`src/rtl/assert_macros.svh`:
```
// ----------------------------------------------------------------------------
// Assertion macros
// Shared concurrent assertion wrappers for the tremolo RTL.
// ----------------------------------------------------------------------------
`ifndef ASSERT_MACROS_SVH
`define ASSERT_MACROS_SVH

// Checked on every rising edge of clk, masked while rst is high.
`define ASSERT_CLK(label, prop, msg) \
  label: assert property (@(posedge clk) disable iff (rst) (prop)) else $error(msg);

// Checked on every rising edge of clk, including during reset.
`define ASSERT_ALWAYS(label, prop, msg) \
  label: assert property (@(posedge clk) (prop)) else $error(msg);

`endif

```
`src/rtl/sst_pkg.sv`:
```
// ----------------------------------------------------------------------------
// sst_pkg
// Constants, register indexes and sequencer states of the stereo tremolo.
// ----------------------------------------------------------------------------
package sst_pkg;

  localparam int unsigned SAMPLE_RATE     = 44100;
  localparam int unsigned WRAP_SECONDS    = 8;
  localparam int unsigned SINE_TABLE_BITS = 10;

  // sample counter runs modulo WRAP_SECONDS seconds of samples
  localparam int unsigned WRAP_COUNT = WRAP_SECONDS * SAMPLE_RATE;
  localparam int unsigned COUNT_W    = 19;

  localparam int unsigned SAMPLE_W = 16;
  localparam int unsigned DEPTH_W  = 16;
  localparam int unsigned STEP_W   = 32;
  localparam int unsigned OFFS_W   = 16;
  localparam int unsigned DATA_W   = 32;

  // polynomial sine coefficients, Q15
  localparam logic [16:0] SIN_A = 17'd51472;
  localparam logic [16:0] SIN_B = 17'd21024;
  localparam logic [16:0] SIN_C = 17'd2320;

  localparam logic [DEPTH_W-1:0] DEPTH_FULL  = 16'd32768;
  localparam logic [DEPTH_W-1:0] DEPTH_RESET = 16'd16384;
  localparam logic [STEP_W-1:0]  STEP_RESET  = 32'd97392;
  localparam logic [OFFS_W-1:0]  OFFS_RESET  = 16'd0;

  localparam int unsigned REG_COUNT = 3;
  localparam int unsigned CFG_IDX_W = $clog2(REG_COUNT);

  typedef enum logic [CFG_IDX_W-1:0] {
    REG_DEPTH        = 0,
    REG_PHASE_STEP   = 1,
    REG_RIGHT_OFFSET = 2
  } cfg_reg_t;

  typedef enum logic [2:0] {
    ST_IDLE,
    ST_SQ,
    ST_CX2,
    ST_T1,
    ST_SIN,
    ST_DEP,
    ST_GAIN,
    ST_RND
  } state_t;

endpackage

```
`src/rtl/sst_ifs.sv`:
```
// ----------------------------------------------------------------------------
// sst channel interfaces
// Valid/ready channels for sample words, result words and register writes.
// ----------------------------------------------------------------------------
interface sst_in_if import sst_pkg::*; ();
  logic                       valid;
  logic                       ready;
  logic signed [SAMPLE_W-1:0] left_in;
  logic signed [SAMPLE_W-1:0] right_in;

  modport source (output valid, output left_in, output right_in, input ready);
  modport sink   (input valid, input left_in, input right_in, output ready);
endinterface

interface sst_out_if import sst_pkg::*; ();
  logic                       valid;
  logic                       ready;
  logic signed [SAMPLE_W-1:0] left_out;
  logic signed [SAMPLE_W-1:0] right_out;

  modport source (output valid, output left_out, output right_out, input ready);
  modport sink   (input valid, input left_out, input right_out, output ready);
endinterface

interface sst_cfg_if import sst_pkg::*; ();
  logic                 valid;
  logic                 ready;
  logic [CFG_IDX_W-1:0] index;
  logic [DATA_W-1:0]    data;

  modport source (output valid, output index, output data, input ready);
  modport sink   (input valid, input index, input data, output ready);
endinterface

```
`src/rtl/stereo_sine_tremolo.sv`:
```
// ----------------------------------------------------------------------------
// stereo_sine_tremolo
// Sine LFO tremolo on a stereo pair, one shared 18x18 multiplier.
// ----------------------------------------------------------------------------
//  channel   role    word
//  samples   sink    left_in, right_in (signed Q1.15)
//  results   source  left_out, right_out (signed Q1.15, saturated)
//  cfg       sink    index, data (depth, phase_step, right_phase_offset)
//
//  A stereo pair is taken only in the idle state. Each channel, left first,
//  gets six passes of the shared multiplier (sine polynomial, depth scale,
//  sample scale) and a rounding step; the right one loads the result register.
//  A finished pair waits in the result register; the next pair is taken
//  meanwhile and only its final write stalls until the result word leaves.
//  rst is synchronous: counter and phase clear, registers take defaults.
// ----------------------------------------------------------------------------
module stereo_sine_tremolo import sst_pkg::*; (
  input  logic      clk,
  input  logic      rst,
  sst_in_if.sink    samples,
  sst_out_if.source results,
  sst_cfg_if.sink   cfg
);

  `include "assert_macros.svh"

  state_t state, state_next;

  logic [DEPTH_W-1:0] depth;
  logic [STEP_W-1:0]  phase_step;
  logic [OFFS_W-1:0]  right_phase_offset;

  logic [COUNT_W-1:0] sample_count;
  logic [STEP_W-1:0]  lfo_phase;

  logic signed [SAMPLE_W-1:0] left_smp, right_smp, left_res;
  logic signed [SAMPLE_W-1:0] out_left, out_right;
  logic                       out_valid;
  logic                       chan;
  logic                       neg;
  logic [15:0]                x;
  logic [16:0]                x2;
  logic signed [35:0]         prod;

  logic                       accept;
  logic                       load_out;
  logic [COUNT_W-1:0]         cnt_inc;
  logic                       wrap;

  logic [15:0]                 phase_r;
  logic [SINE_TABLE_BITS-1:0]  idx;
  logic [1:0]                  quad;
  logic [SINE_TABLE_BITS-3:0]  pos;
  logic [14:0]                 x_raw;
  logic [15:0]                 x_cur;
  logic [16:0]                 prod_q;
  logic [DEPTH_W-1:0]          d_sat;
  logic signed [17:0]          gain;
  logic signed [SAMPLE_W-1:0]  smp;
  logic signed [35:0]          p_rnd;
  logic signed [20:0]          r;
  logic signed [SAMPLE_W-1:0]  r_sat;
  logic signed [17:0]          mul_a, mul_b;

  assign accept   = samples.valid && samples.ready;
  assign load_out = (state == ST_RND) && chan && (!out_valid || results.ready);

  assign samples.ready     = (state == ST_IDLE);
  assign cfg.ready         = 1'b1;
  assign results.valid     = out_valid;
  assign results.left_out  = out_left;
  assign results.right_out = out_right;

  // ---- sequencer ----
  always_ff @(posedge clk) begin
    if (rst) begin
      state <= ST_IDLE;
    end else begin
      state <= state_next;
    end
  end

  always_comb begin
    state_next = state;
    case (state)
      ST_IDLE: if (samples.valid) state_next = ST_SQ;
      ST_SQ:   state_next = ST_CX2;
      ST_CX2:  state_next = ST_T1;
      ST_T1:   state_next = ST_SIN;
      ST_SIN:  state_next = ST_DEP;
      ST_DEP:  state_next = ST_GAIN;
      ST_GAIN: state_next = ST_RND;
      ST_RND: begin
        if (!chan) begin
          state_next = ST_SQ;
        end else if (load_out) begin
          state_next = ST_IDLE;
        end
      end
      default: state_next = ST_IDLE;
    endcase
  end

  // ---- angle for the current channel ----
  assign phase_r = lfo_phase[31:16] + right_phase_offset;
  assign idx     = chan ? phase_r[15 -: SINE_TABLE_BITS] : lfo_phase[31 -: SINE_TABLE_BITS];
  assign quad    = idx[SINE_TABLE_BITS-1 -: 2];
  assign pos     = idx[SINE_TABLE_BITS-3:0];
  assign x_raw   = 15'(pos) << (17 - SINE_TABLE_BITS);
  // odd quadrants run the angle backward
  assign x_cur   = quad[0] ? (16'd32768 - {1'b0, x_raw}) : {1'b0, x_raw};

  // ---- shared multiplier operands ----
  assign prod_q = prod[31:15];
  assign d_sat  = (depth > DEPTH_FULL) ? DEPTH_FULL : depth;
  assign gain   = neg ? (18'sd32768 + $signed({1'b0, prod_q}))
                      : (18'sd32768 - $signed({1'b0, prod_q}));
  assign smp    = chan ? right_smp : left_smp;

  always_comb begin
    mul_a = '0;
    mul_b = '0;
    case (state)
      ST_SQ: begin
        mul_a = $signed({2'b00, x_cur});
        mul_b = $signed({2'b00, x_cur});
      end
      ST_CX2: begin
        mul_a = $signed({1'b0, SIN_C});
        mul_b = $signed({1'b0, prod_q});
      end
      ST_T1: begin
        mul_a = $signed({1'b0, SIN_B - prod_q});
        mul_b = $signed({1'b0, x2});
      end
      ST_SIN: begin
        mul_a = $signed({1'b0, SIN_A - prod_q});
        mul_b = $signed({2'b00, x});
      end
      ST_DEP: begin
        mul_a = $signed({2'b00, d_sat});
        mul_b = $signed({1'b0, prod_q});
      end
      ST_GAIN: begin
        mul_a = 18'(smp);
        mul_b = gain;
      end
      default: begin
        mul_a = '0;
        mul_b = '0;
      end
    endcase
  end

  // ---- round and saturate ----
  assign p_rnd = prod + 36'sd16384;
  assign r     = p_rnd[35:15];
  always_comb begin
    if (r > 21'sd32767) begin
      r_sat = 16'sh7FFF;
    end else if (r < -21'sd32768) begin
      r_sat = 16'sh8000;
    end else begin
      r_sat = r[15:0];
    end
  end

  // ---- counter and phase ----
  assign cnt_inc = sample_count + 1'b1;
  assign wrap    = (cnt_inc >= COUNT_W'(WRAP_COUNT)) || (cnt_inc == '0);

  always_ff @(posedge clk) begin
    if (rst) begin
      sample_count <= '0;
      lfo_phase    <= '0;
    end else if (accept) begin
      if (wrap) begin
        sample_count <= '0;
        lfo_phase    <= '0;
      end else begin
        sample_count <= cnt_inc;
        lfo_phase    <= lfo_phase + phase_step;
      end
    end
  end

  // ---- configuration registers ----
  always_ff @(posedge clk) begin
    if (rst) begin
      depth              <= DEPTH_RESET;
      phase_step         <= STEP_RESET;
      right_phase_offset <= OFFS_RESET;
    end else if (cfg.valid) begin
      case (cfg_reg_t'(cfg.index))
        REG_DEPTH:        depth              <= cfg.data[DEPTH_W-1:0];
        REG_PHASE_STEP:   phase_step         <= cfg.data[STEP_W-1:0];
        REG_RIGHT_OFFSET: right_phase_offset <= cfg.data[OFFS_W-1:0];
        default:          ;  // drop writes past the register list
      endcase
    end
  end

  // ---- control registers ----
  always_ff @(posedge clk) begin
    if (rst) begin
      chan      <= 1'b0;
      out_valid <= 1'b0;
    end else begin
      if (accept) begin
        chan <= 1'b0;
      end else if (state == ST_RND && !chan) begin
        chan <= 1'b1;
      end
      if (load_out) begin
        out_valid <= 1'b1;
      end else if (results.ready) begin
        out_valid <= 1'b0;
      end
    end
  end

  // ---- datapath registers ----
  always_ff @(posedge clk) begin
    if (accept) begin
      left_smp  <= samples.left_in;
      right_smp <= samples.right_in;
    end
    if (state == ST_SQ) begin
      x   <= x_cur;
      neg <= quad[1];
    end
    if (state == ST_CX2) begin
      x2 <= prod_q;
    end
    if (state != ST_IDLE && state != ST_RND) begin
      prod <= mul_a * mul_b;
    end
    if (state == ST_RND && !chan) begin
      left_res <= r_sat;
    end
    if (load_out) begin
      out_left  <= left_res;
      out_right <= r_sat;
    end
  end

  // ---- assertions ----
  `ASSERT_CLK(a_accept_starts_left, accept |=> (state == ST_SQ && !chan),
    "accepted word did not start on the left channel")
  `ASSERT_CLK(a_result_from_right, $rose(out_valid) |-> $past(state == ST_RND && chan),
    "result word raised outside the right channel rounding step")
  `ASSERT_CLK(a_wrap_clears_phase, accept ##1 (sample_count == '0) |-> (lfo_phase == '0),
    "phase not cleared on counter wrap")
  `ASSERT_CLK(a_count_range, sample_count < COUNT_W'(WRAP_COUNT),
    "sample counter past wrap value")

endmodule

```
`src/flat_wrapper.sv`:
```
// flat-port wrapper written by rule: the top's interface ports become plain ports
module stereo_sine_tremolo_flat import sst_pkg::*;
  (clk, rst, samples_valid, samples_left_in, samples_right_in, samples_ready, results_valid, results_left_out, results_right_out, results_ready, cfg_valid, cfg_index, cfg_data, cfg_ready);
  sst_in_if samples_i ();
  sst_out_if results_i ();
  sst_cfg_if cfg_i ();
  input  logic clk;
  input  logic rst;
  input wire logic [$bits(samples_i.valid)-1:0] samples_valid;
  input wire logic [$bits(samples_i.left_in)-1:0] samples_left_in;
  input wire logic [$bits(samples_i.right_in)-1:0] samples_right_in;
  output wire logic [$bits(samples_i.ready)-1:0] samples_ready;
  output wire logic [$bits(results_i.valid)-1:0] results_valid;
  output wire logic [$bits(results_i.left_out)-1:0] results_left_out;
  output wire logic [$bits(results_i.right_out)-1:0] results_right_out;
  input wire logic [$bits(results_i.ready)-1:0] results_ready;
  input wire logic [$bits(cfg_i.valid)-1:0] cfg_valid;
  input wire logic [$bits(cfg_i.index)-1:0] cfg_index;
  input wire logic [$bits(cfg_i.data)-1:0] cfg_data;
  output wire logic [$bits(cfg_i.ready)-1:0] cfg_ready;
  assign samples_i.valid = samples_valid;
  assign samples_i.left_in = samples_left_in;
  assign samples_i.right_in = samples_right_in;
  assign samples_ready = samples_i.ready;
  assign results_valid = results_i.valid;
  assign results_left_out = results_i.left_out;
  assign results_right_out = results_i.right_out;
  assign results_i.ready = results_ready;
  assign cfg_i.valid = cfg_valid;
  assign cfg_i.index = cfg_index;
  assign cfg_i.data = cfg_data;
  assign cfg_ready = cfg_i.ready;
  stereo_sine_tremolo u_core (.clk(clk), .rst(rst), .samples(samples_i), .results(results_i), .cfg(cfg_i));
endmodule
```
`config.mk`:
```
export PLATFORM = sky130hd
export DESIGN_NAME = stereo_sine_tremolo_flat
export DESIGN_NICKNAME = d
export VERILOG_FILES = /design/src/rtl/sst_pkg.sv /design/src/rtl/sst_ifs.sv /design/src/rtl/stereo_sine_tremolo.sv /design/src/flat_wrapper.sv
export VERILOG_INCLUDE_DIRS = /design/src /design/src/rtl
export SDC_FILE = /design/constraint.sdc
export NUM_CORES = 1
export LEC_CHECK = 0
export BUFFER_PORTS_ARGS = -buffer_cell sky130_fd_sc_hd__buf_2
export CAP_MARGIN = 20
export CORE_MARGIN = 2
export CORE_UTILIZATION = 35
export DETAILED_ROUTE_END_ITERATION = 8
export PLACE_DENSITY_LB_ADDON = 0.25
export SYNTH_ARGS = -nofsm -noshare
export SYNTH_HDL_FRONTEND = slang
export SYNTH_SLANG_ARGS = --single-unit
```
`constraint.sdc`:
```
create_clock -name clk -period 11.6 [get_ports clk]
set_input_delay 2.9 -clock clk [delete_from_list [all_inputs] [get_ports clk]]
set_output_delay 2.9 -clock clk [all_outputs]
set_load 0.1 [all_outputs]
```
==> results.ini, run 1 <==
[status]
status=finished clean

[synth]
synth.avg_cell_area_um2=9.12
ys_ff_latch=249
synthTopCellsByArea=fa_1, edfxtp_1, dfxtp_1, ha_1, inv_1
synth-edff-count=129
netlist_area_mm2=0.0249
synth.net_count=3281
synth-seq-area-share=0.252
postSynthCellCount=2729
synth_cell_type_count=88
synth_top_area_share=0.265
synthFlopType=edfxtp_1
synth_warnings=0
async_flop_share=0
yosysTopAreaCell=fa_1

[route]
first_pass_iters=5
ant_nets=0
drc=0
wl_per_cell_um=19.0
drt-total-wl_mm=71.3
via_per_inst=5.15
dr_total_vias=19300
drt_iter0_drc=1449

[global_route]
overflow=0
track_usage=0.198
grt_pass1_vias=20100
grt_pass1_wl_mm=114
grt_start_max_net_pins=75
antenna_found_initial=1

[critical_path]
r2r_start=u_core.lfo_phase[18]$_SDFFE_PP0P_
cp.required_ns=11.90
max_stage_delay_ns=0.59
worstSetupStartpointType=register
arrival_ns=11.14
startpoint=u_core.lfo_phase[18]$_SDFFE_PP0P_
crit_slowest_cell=or4b_2
crit_buf_inv=5
crit_family=adder cells
worst_path_most_repeated_cell=fa_1
critPathKind=register to register
end_kind=register
critPathMaxFanout=10

[timing]
finalMaxSlewViolations=0
fmax_ghz=0.0922
setup_tns_ns=0
finalSetupViolations=0
tightest_slew_ns=1.14
min_period_ns=10.84
rsz0062_at_grt=no
slew_headroom=0.238
skew_ns=0.0105
fin_crit_sh=0.935
hold_viol=0

[floorplanning]
die_w_um=271
initial_core_util=0.354
core-area_mm2=0.0703
dieArea_mm2=0.0733
rows=97
pin_count=106
die_h_um=271

[power]
vdd_ir_drop_max_uv=133
power_density_mw_per_mm2=147
p_leak_uw=0.0124

[worst_hold_path]
hold_path_class=register to register
min_from=u_core.left_res[12]$_DFFE_PP_

[clock_network]
htreeDepth=1
clk_pin_slew_worst_paths_ns=0.06
cts_made_buffers=27
cts_tree=done
cts_root_buf=clkbuf_16
cts.path.max_buffers=3
holdBufCountCts=0
cts_sinks=249
cts_repair_resize_count=0
clk_latency_ns=0.55
cts_setup_buffers=0

[place]
routabilityCongestion=0.941
dp_cells=3702
port_buffers=104
dp_hpwl_mm=57.1

[final_layout]
layout-drive-gt1-share=0.0864
n_fill_cell=7017
fin_cells=3753
area_delta_synth_final_pct=9.91
ff_latch_area_mm2=0.00628
final_net_count=3345
diodes=0
multi_input_area_mm2=0.0165

[job]
max_cap_viol_count=0

-- Yosys cell counts, types with 5 or more instances --
library cell,instances
or2_2,7
a221oi_1,11
nor4_1,12
nand4_1,12
and2_1,32
nand2b_1,18
dfxtp_1,120
a21oi_1,145
o211ai_1,7
nand3b_1,13
buf_2,28
o21ai_1,31
and3_1,21
nor2_1,181
edfxtp_1,129
or3_1,9
o21ai_0,78
a211oi_1,12
ha_1,152
inv_1,447
a31o_2,5
mux2_2,7
a221o_1,15
o21a_1,9
and4_1,5
a21o_1,40
nor3_1,31
o221ai_1,8
a22o_1,12
clkbuf_1,78
buf_1,6
a211o_1,6
nor2b_1,12
nand3_1,32
xnor2_1,65
o21bai_1,9
a31oi_1,22
fa_1,329
nand2_1,430
mux2i_1,22
xor2_1,35
-- worst reg2reg max path: cells and delay by family, from the launching register on --
family,cells,cell delay [ns]
and+or+nand+nor,7,1.42
muxes,1,0.30
buffers and inverters,5,0.56
DFF,1,0.33
AOI/OAI and AO/OA,11,3.63
adders and majority gates,9,3.91
xor gates and xnor gates,2,0.45
-- per-stage QoR --
stage	worst slack [ns]	power, uW	util	instance area [um^2]	hold slack [ns]
3_5_place_dp	0.718	3160	0.377	26500	0.405
6_report	0.758	4030	0.389	27400	0.417
2_1_floorplan	2.42	2470	-	24900	0.400
5_1_grt	0.0205	4280	0.389	27400	0.426
4_1_cts	0.632	4030	0.389	27300	0.416
3_3_place_gp	0.858	3130	0.377	26500	0.402
-- final cells by class --
type / count / share of cell area
clock buffer: 28 / 0.0248
tap: 940 / 0.0430
sequential: 249 / 0.229
inverter: 447 / 0.0613
clock inverter: 21 / 0.00677
timing repair buffer: 152 / 0.0325
multi-input combinational: 1916 / 0.602
-- power breakdown --
group,switching (uW),total (uW),internal [uW]
logic,1300,1900,603
clock network,374,851,477
registers,149,1270,1120
total,1820,4030,2200
-- cell usage in the layout, fill, tap and decap left out, drive strengths merged, types with 13 or more instances in the layout --
master / count
inv: 453
edfxtp: 129
nor3: 31
nor4: 13
ha: 152
and3: 21
a211oi: 15
a21oi: 146
buf: 152
and2: 32
nand2: 430
mux2i: 22
a221o: 15
a21o: 40
xor2: 35
nor2: 183
nand3b: 13
fa: 329
nand3: 33
nand2b: 18
a31oi: 23
dfxtp: 120
o21ai: 109
clkbuf: 28
xnor2: 66
-- cells by family after synthesis --
kind of cell | count (synthesis) | synth area share
compound gates | 472 | 0.124
xor+xnor | 101 | 0.0358
buf+inv | 564 | 0.0874
fa+ha+maj | 481 | 0.341
flops | 249 | 0.252
mux | 30 | 0.0125
other cells | 1 | 0.000151
simple gates | 831 | 0.147
-- sequential cells by signal (all words and copies together), names as in the netlist --
name and count:
u_core.left_res 16, u_core.prod 22, u_core.left_smp 16, u_core.results.right_out 16, u_core.results.valid 1, u_core.right_smp 16
u_core.results.left_out 16, u_core.lfo_phase 32, u_core.x 9, u_core.neg 1, u_core.sample_count 19, u_core.right_phase_offset 16
u_core.depth 16, u_core.state 3, u_core.x2 17, u_core.chan 1, u_core.phase_step 32
-- worst paths after layout --
| kind | to | slack [ns] | depth (start not counted) |
|---|---|---|---|
| max | u_core.prod[33]$_DFFE_PP_ | 0.76 | 35 |
| max reg2reg | u_core.prod[33]$_DFFE_PP_ | 0.76 | 35 |
| min reg2reg | u_core.results.left_out[12]$_DFFE_PP_ | 0.42 | 0 |
| min | u_core.results.left_out[12]$_DFFE_PP_ | 0.42 | 0 |
-- routing by layer --
| metal | wire length (um) | GRT usage | share of wire | vias up |
|---|---|---|---|---|
| met5 | 0 | 0 | 0 | - |
| met4 | 2180 | 0.0538 | 0.031 | 0 |
| met3 | 4630 | 0.0310 | 0.065 | 114 |
| met2 | 31400 | 0.309 | 0.44 | 614 |
| met1 | 33100 | 0.284 | 0.46 | 9608 |
| li1 | - | - | - | 9000 |
No activity file was read; power rests on OpenSTA's default activity.
==> run 2, diff against run 1 <==
CORE_ASPECT_RATIO = 1.1   (was default)
==> results.ini, run 2 (same netlist as run 1, synthesis figures left out) <==
[final_layout]
top_regs=u_core.lfo_phase: 32 flops, u_core.phase_step: 32 flops, u_core.prod: 22 flops
area_delta_synth_final_pct=10.8
final_common_cell=inv_1
n_fill_cell=7081  ; +0.91%
layout-drive-gt1-share=0.0886  ; +0.00224
final_cell_mix=inv_1, nand2_1, fa_1
final_net_count=3350  ; +0.15%
fin_cells=3757  ; +0.11%
finish.instance_area_mm2=0.0276  ; +0.77%
diodes=0  ; unchanged

[global_route]
grt_pass1_vias=20300  ; +1.2%
track_usage=0.202  ; +0.00465
grt_start_max_net_pins=75  ; unchanged
antenna_found_initial=1  ; unchanged
overflow=0  ; unchanged
grt_pass1_wl_mm=115  ; +1.3%

[place]
dp_hpwl_mm=57.9  ; +1.4%
placed_area_mm2=0.0265  ; +0.15%
place_ws_ns=1.18  ; +0.459 ns
port_buffers=104  ; unchanged
dp_cells=3701  ; -0.027%
routabilityCongestion=0.935  ; -0.61%

[timing]
rsz0062_at_grt=no
min_period_ns=10.58  ; -0.258 ns
fin_ws_ns=1.02  ; +0.258 ns
finalMaxSlewViolations=0  ; unchanged
fmax_ghz=0.0945  ; +2.4%
fin_crit_sh=0.912  ; -0.0222
hold_viol=0  ; unchanged
setup_tns_ns=0  ; unchanged
tightest_slew_ns=1.06  ; -0.0827 ns
skew_ns=0.0207  ; +0.0102 ns
fin_hold_ws_ns=0.417  ; -0.000672 ns
finalSetupViolations=0  ; unchanged
slew_headroom=0.293  ; +0.0551

[route]
drt-total-wl_mm=73.3  ; +2.8%
drt_iter0_drc=1268  ; -12%
ant_nets=0  ; unchanged
via_per_inst=5.16  ; +0.22%
dr_total_vias=19400  ; +0.33%
wl_per_cell_um=19.5  ; +2.7%
drc=0  ; unchanged
first_pass_iters=5  ; unchanged

[clock_network]
htreeDepth=1  ; unchanged
cts_made_buffers=29  ; +7.4%
clk_pin_slew_worst_paths_ns=0.06  ; about the same
cts_sinks=249  ; unchanged
cts.path.max_buffers=3  ; unchanged
cts_setup_buffers=0  ; unchanged
cts_tree=done
holdBufCountCts=0  ; unchanged
cts_repair_resize_count=0  ; unchanged
clk_latency_ns=0.59  ; +0.04 ns
cts_root_buf=clkbuf_16

[power]
power_density_mw_per_mm2=152  ; +3.0%
vdd_ir_drop_max_uv=114  ; -14%
p_leak_uw=0.0125  ; +0.90%

[critical_path]
critPathMaxFanout=7  ; -3
cp_num_cells=36  ; +2.9%
worstSetupStartpointType=register
worst_path_most_repeated_cell=fa_1
r2r_slack_ns=1.02  ; +0.26 ns
max_stage_delay_ns=0.59  ; about the same
crit_buf_inv=6  ; +1
end_kind=register
crit_family=adder cells
arrival_ns=10.92  ; -0.22 ns
cp.required_ns=11.94  ; +0.04 ns
crit_slowest_cell=or4b_2
critPathKind=register to register
r2r_cells=36  ; +2.9%

[floorplanning]
die_w_um=258  ; -4.6%
rows=102  ; +5.2%
die_h_um=284  ; +4.8%
core-area_mm2=0.0704  ; +0.25%
initial_core_util=0.353  ; -0.000887
dieArea_mm2=0.0733  ; about the same
pin_count=106  ; unchanged

[worst_hold_path]
whs_path_depth=0  ; unchanged
hold_path_class=register to register

[job]
max_cap_viol_count=0  ; unchanged

[status]
status=finished clean

==> run 2: cell types whose count changed in the layout (fill, tap and decap cells not counted), sizes merged <==
cell / change
bufinv: +2
clkbuf: +15
inv: -4
clkinvlp: -1
buf: +3
clkinv: -7
==> run 2: per-stage QoR <==
step	power, uW	utilization
after floorplan	2470	-
after global placement	3150	0.376
after detailed placement	3170	0.376
after CTS	4190	0.391
after global routing	4440	0.391
final	4180	0.391
==> run 2: final timing paths <==
check / startpoint / to
min: u_core.left_res[8]$_DFFE_PP_ / u_core.results.left_out[8]$_DFFE_PP_
min reg2reg: u_core.left_res[8]$_DFFE_PP_ / u_core.results.left_out[8]$_DFFE_PP_
max: u_core.lfo_phase[21]$_SDFFE_PP0P_ / u_core.prod[33]$_DFFE_PP_
max reg2reg: u_core.lfo_phase[21]$_SDFFE_PP0P_ / u_core.prod[33]$_DFFE_PP_
==> run 2: power by group <==
part | internal, uW | switching, uW | total (uW) | leakage [uW]
Clock | 610 | 390 | 999 | 0.000518
Combinational | 606 | 1300 | 1900 | 0.00979
Sequential | 1120 | 154 | 1280 | 0.00218
==> run 2: worst register-to-register path, delay by kind of cell, from the launching register on <==
| kind | cells | cell delay [ns] |
|---|---|---|
| compound gates | 12 | 3.55 |
| xor+xnor | 2 | 0.33 |
| fa+ha+maj | 9 | 3.92 |
| buf+inv | 6 | 0.53 |
| flops | 1 | 0.33 |
| mux | 1 | 0.31 |
| simple gates | 6 | 1.37 |
==> run 2: cell type report <==
type                            instances  area, um^2  share of cell area
Tap cell                              936        1170              0.0425
Clock inverter                         11         176             0.00640
Multi-Input combinational cell       1916       16500               0.598
Timing Repair Buffer                  155         918              0.0333
Inverter                              447        1680              0.0609
Sequential cell                       249        6280               0.228
Clock buffer                           43         871              0.0316
==> run 2: layer usage <==
layer / global-route usage / vias to the layer above / part of all wire
met3: 0.0351 / 164 / 0.067
met2: 0.333 / 664 / 0.47
met4: 0.0857 / 0 / 0.048
met1: 0.262 / 9554 / 0.42
li1: - / 9018 / -
met5: 0 / - / 0
